$ cat config.mk
export PLATFORM = sky130hd
export DESIGN_NAME = tsda_cell
export DESIGN_NICKNAME = d
export VERILOG_FILES = /design/src/rtl/tsda_pkg.sv /design/src/rtl/tsda_cell.sv
export SDC_FILE = /design/constraint.sdc
export NUM_CORES = 1
export LEC_CHECK = 0
export ABC_AREA = 1
export ABC_CLOCK_PERIOD_IN_PS = 1500
export BUFFER_PORTS_ARGS = -buffer_cell sky130_fd_sc_hd__buf_2
export CAP_MARGIN = 20
export CORE_MARGIN = 8
export CORE_UTILIZATION = 42
export CTS_BUF_LIST = sky130_fd_sc_hd__clkbuf_8
export DETAILED_ROUTE_END_ITERATION = 16
export GPL_TIMING_DRIVEN = 1
export PLACE_DENSITY_LB_ADDON = 0.05
export SYNTH_ARGS = -nofsm -noshare
export SYNTH_HDL_FRONTEND = slang
export SYNTH_SLANG_ARGS = --single-unit
$ cat constraint.sdc
create_clock -name clock -period 1.5 [get_ports clock]
set_input_delay 0.15 -clock clock [delete_from_list [all_inputs] [get_ports clock]]
set_output_delay 0.15 -clock clock [all_outputs]
set_load 0.05 [all_outputs]
$ cat src/rtl/tsda_pkg.sv
// Package: shared types and constants for the tile shape dedup allocator.
package tsda_pkg;
   localparam int unsigned EntriesDefault = 256;
   localparam int unsigned ShapeWidth = 64;

   typedef enum logic [1:0] {
      CMD_AGE   = 2'd0,
      CMD_PROBE = 2'd1,
      CMD_ALLOC = 2'd2,
      CMD_ALT   = 2'd3
   } cmd_type;

   typedef enum logic [2:0] {
      ST_HIT   = 3'd0,
      ST_ALLOC = 3'd1,
      ST_MISS  = 3'd2,
      ST_FULL  = 3'd3,
      ST_AGED  = 3'd4
   } status_type;

   // Flag bits: here, prev, old
   localparam logic [2:0] FlagHere = 3'b100;
   localparam logic [2:0] ResetFlagsFirst = 3'b011;

   // Control passed from sequencer to every cell
   typedef struct packed {
      logic age;    // age all flags this cycle
      logic rotate; // shift ring one place
      logic hit;    // set here flag at head
      logic write;  // write shape and here flag at head
   } ctl_type;
endpackage

$ cat src/rtl/tsda_cell.sv
// One cell of the entry ring: holds a shape and its age flags.
module tsda_cell
   import tsda_pkg::*;
#(
   parameter logic [2:0] RESET_FLAGS = 3'b000,
   parameter bit IS_HEAD = 1'b0
) (
   input  logic                  clock,
   input  logic                  reset,
   input  ctl_type               ctl,
   input  logic [ShapeWidth-1:0] new_shape,
   input  logic [ShapeWidth-1:0] prev_shape,
   input  logic [2:0]            prev_flags,
   output logic [ShapeWidth-1:0] shape,
   output logic [2:0]            flags
);
   logic [ShapeWidth-1:0] shape_ff, shape_in;
   logic [2:0]            flags_ff, flags_in;

   // Select next contents: age, rotate in from neighbor, or update at head
   always_comb begin
      shape_in = shape_ff;
      flags_in = flags_ff;
      if (ctl.age) begin
         flags_in = {1'b0, flags_ff[2], flags_ff[1] | flags_ff[0]};
      end else if (ctl.rotate) begin
         shape_in = prev_shape;
         flags_in = prev_flags;
      end else if (IS_HEAD && ctl.write) begin
         shape_in = new_shape;
         flags_in = flags_ff | FlagHere;
      end else if (IS_HEAD && ctl.hit) begin
         flags_in = flags_ff | FlagHere;
      end
   end

   always_ff @(posedge clock) begin
      if (reset) begin
         shape_ff <= '0;
         flags_ff <= RESET_FLAGS;
      end else begin
         shape_ff <= shape_in;
         flags_ff <= flags_in;
      end
   end

   assign shape = shape_ff;
   assign flags = flags_ff;
endmodule

== After elaboration in Yosys (flattened, before gate mapping) ==
Cells that the tools add are included.

* Register bits: 67
* Latch bits: 0
* RAM bits: 0
* ROM bits: 0
* Input port bits: 137
* Memories kept: 0

* Add/subtract/negate cells: 0
* Multipliers: 0
* Divide/modulo/power cells: 0
* Order comparisons: 0
* Equality and inequality tests: 0
* Shift-type cells: 0
* Muxes and demuxes: 2
* Bitwise gates (word level): 2
* Reduce and logical (&&, ||, !) cells: 3

{| class="wikitable"
|+ Operators with widths
! operator !! number
|-
| $mux 2 || 2
|-
| $reduce_and 2->1 || 1
|-
| $reduce_bool 2->1 || 1
|-
| $reduce_or 2->1 || 1
|-
| $not 1->1 || 1
|-
| $or 1x1->1 || 1
|}

== Longest topological paths before layout ==
* Word-level depth: 2
* Mapped depth: 7

== Least setup slack after synthesis ==
Ideal clock, no wire load.

* Kind: register to register
* Start: register flags_ff[1], in the netlist flags[1]
* End: register flags_ff[0], in the netlist flags[0]
* Library setup time: 65 ps
* Arrival time: 896 ps
* Slack: 540 ps
* Stages on the path, launching flop included: 5
* Buffers on the path: 0
* Period minus slack after synthesis: 960 ps
* Path through: dfxtp_1 > nand2_1 > nand2_1 > nor2_1 > nor2_1

* Longest elaborated chain between the ends: 2

{| class="wikitable"
|+ RTL lines
! what !! RTL line !! text
|-
| start: declaration || tsda_cell.sv:18 || <nowiki>logic [2:0] flags_ff, flags_in;</nowiki>
|-
| start signal: assignment || tsda_cell.sv:43 || <nowiki>flags_ff <= flags_in;</nowiki>
|-
| $or 1x1->1 || tsda_cell.sv:25 || <nowiki>flags_in = {1'b0, flags_ff[2], flags_ff[1] | flags_ff[0]};</nowiki>
|-
| $mux 2 || tsda_cell.sv:24 || <nowiki>if (ctl.age) begin</nowiki>
|}

No other way between the ends.
A chain may end at the register's enable or synchronous reset.

== Worst setup path after layout ==
* Start: register flags_ff[1], in the netlist flags[1]
* End: output flags[1]

{| class="wikitable"
|+ RTL lines
! what !! RTL line !! text
|-
| end: declaration || tsda_cell.sv:15 || <nowiki>output logic [2:0] flags</nowiki>
|}

No word-level cell between the ends.

==> insert_results.sql <==
INSERT INTO impl_metrics (metric_group, metric, value, unit) VALUES
('min_path', 'min-delay-path-class', 'in -> reg', ''),
('grt', 'grt_pass1_vias', '2265', ''),
('yosys', 'synth_area_per_cell', '7.90', 'um2'),
('yosys', 'synth.cell_area', '2380', 'um2'),
('sta', 'fin_setup_tns', '0', 'ns'),
('worst_setup_path', 'family_with_the_most_delay_on_the_worst_path', 'flip-flops', ''),
('finish', 'final_cell_mix', 'buf_2, nor2_1, dfxtp_1', ''),
('sta', 'min_setup_slack_post_route', '0.404', 'ns'),
('placed_design', 'dp_slack', '0.473', 'ns'),
('detailed_routing', 'dr_total_vias', '2332', ''),
('worst_setup_path', 'r2r.worst_path.cells', '2', ''),
('grt', 'antenna_violations_before_repair', '0', ''),
('sta', 'finalHoldViolCount', '0', ''),
('worst_setup_path', 'critical_path.n_buffers_inverters', '1', ''),
('clocking', 'number_of_cts_inserted_buffers', '9', ''),
('worst_setup_path', 'timing_worst_setup_path_type', 'reg -> out', ''),
('clocking', 'cts_tree', 'built', ''),
('placed_design', 'dp_hpwl', '4760', 'um'),
('yosys', 'post_synth_num_cell_types', '16', ''),
('status', 'status', 'finished, final reports clean', ''),
('die', 'die_w', '91.3', 'um'),
('yosys', 'flip_flop_and_latch_count_after_synthesis', '67', ''),
('worst_setup_path', 'critical_path.slowest_cell', 'dfxtp_1', ''),
('finish', 'layout.cell_area.non_filler', '3300', 'um2'),
('worst_setup_path', 'critical_path_arrival', '0.95', 'ns'),
('clocking', 'cts_root_buf', 'clkbuf_8', ''),
('clocking', 'clk_path_buf_depth', '2', ''),
('detailed_routing', 'number_of_drc_violations_after_detailed_routing', '0', ''),
('pwr', 'p_leak', '1.67', 'nW'),
('sta', 'fin_worst_skew', '0.00159', 'ns'),
('die', 'i_o_pin_count', '204', ''),
('die', 'core', '5470', 'um2'),
('sta', 'setup_violations', '0', ''),
('clocking', 'clk_latency', '0.32', 'ns'),
('die', 'initial_utilization', '0.435', ''),
('detailed_routing', 'drt_wl_total', '6760', 'um'),
('yosys', 'ys_warn_count', '0', ''),
('clocking', 'h_tree_depth', '3', ''),
('sta', 'min_period_over_period', '0.730', ''),
('clocking', 'clock_pin_slew_worst_setup_and_hold_paths', '0.07', 'ns'),
('placed_design', 'place_congestion', '0.693', ''),
('clocking', 'clock_sinks', '67', ''),
('worst_setup_path', 'slowest_delay', '0.35', 'ns'),
('detailed_routing', 'detail-route-antenna-nets', '0', ''),
('worst_setup_path', 'largest_fanout_of_any_net_on_the_critical_path', '3', ''),
('sta', 'report.final.slew_viol_count', '0', ''),
('yosys', 'synth_sequential_area_ratio', '0.564', ''),
('placed_design', 'placement.io_buffers', '137', ''),
('clocking', 'cts.repair_timing.setup_buffer_count', '0', ''),
('clocking', 'cts.repair.resized', '0', ''),
('sta', 'hold_slack', '0.0556', 'ns'),
('detailed_routing', 'detailedRoute.firstPassIterationCount', '4', ''),
('finish', 'area_growth_syn_to_layout', '38.9', '%'),
('job', 'max_cap_violations', '0', ''),
('finish', 'layout_commonest_cell', 'buf_2', ''),
('yosys', 'synthesis.nets', '438', ''),
('detailed_routing', 'drt_iter0_markers', '73', ''),
('worst_setup_path', 'critical_path_cell_count', '1', ''),
('finish', 'n_antenna_cell', '0', ''),
('sta', 'slew_headroom', '0.822', ''),
('detailed_routing', 'drt-wirelength-per-cell', '13.2', 'um'),
('grt', 'pin_count_of_the_biggest_net_entering_global_routing', '68', ''),
('finish', 'final-instance-count-excl-fill', '511', ''),
('worst_setup_path', 'crit_chain', 'buf_2', ''),
('sta', 'finalCriticalPeriod', '1.10', 'ns'),
('die', 'die_y', '91.3', 'um'),
('min_path', 'hold_path_depth', '3', ''),
('die', 'core.rowCount', '27', ''),
('grt', 'grt_use_total', '0.161', ''),
('detailed_routing', 'route.detailed.vias_per_inst', '4.56', ''),
('yosys', 'postSynthCellCount', '301', '');
## worst register-to-register path: stages (launching register included)
cell and delay, ns:
dfxtp_1 0.32, o211ai_1 0.18, nor2_1 0.05
## sequential cells by signal, summed over array words and instances (netlist names)
register / count
shape: 64
flags: 3
## routing by layer
metal	vias to the layer above	global-route usage	share of wire
met5	-	0	0
met4	0	0.0805	0.023
met3	15	0.0881	0.11
met2	91	0.238	0.43
met1	1006	0.183	0.44
li1	1220	-	-
## synthesized netlist by cell type
cell,count,area share
o21ai_1,15,0.032
clkbuf_4,2,0.0063
o21ai_0,50,0.11
inv_2,2,0.0032
buf_2,4,0.0084
buf_1,1,0.0016
buf_4,1,0.0032
nand2_2,1,0.0026
buf_6,7,0.033
dfxtp_1,67,0.56
nand2_1,5,0.0079
nand3_1,2,0.0042
clkbuf_1,6,0.0095
o211ai_1,1,0.0032
inv_1,4,0.0063
nor2_1,133,0.21
## area by class of cell
cell class,instances,area (um2)
clock buffers,11,151
multi-input cells,207,867
clock inverters,5,75.1
repair buffers,143,756
well taps,72,90.1
flip-flops and latches,67,1340
inverters,6,22.5
fillers,542,2170
## power breakdown
group / switching [mW] / internal, mW
combinational: 0.653 / 0.243
clock: 0.631 / 1.02
sequential: 0.0521 / 1.90
## worst paths after layout
check / slack [ns] / from / endpoint
setup / recovery: 0.40 / flags[1] / flags[1]
setup reg to reg: 0.84 / flags[2] / flags[2]
hold reg to reg: 0.48 / shape[6] / shape[6]
hold / removal: 0.06 / prev_flags[2] / flags[2]
## cell families (layout without fill, tap and decap cells)
group | Yosys count | count (layout) | share of synthesized area
simple gates | 141 | 141 | 0.225
flops | 67 | 67 | 0.564
buf+inv | 27 | 165 | 0.0715
compound gates | 66 | 66 | 0.140
Note: power is estimated with default switching activity, not from simulation.
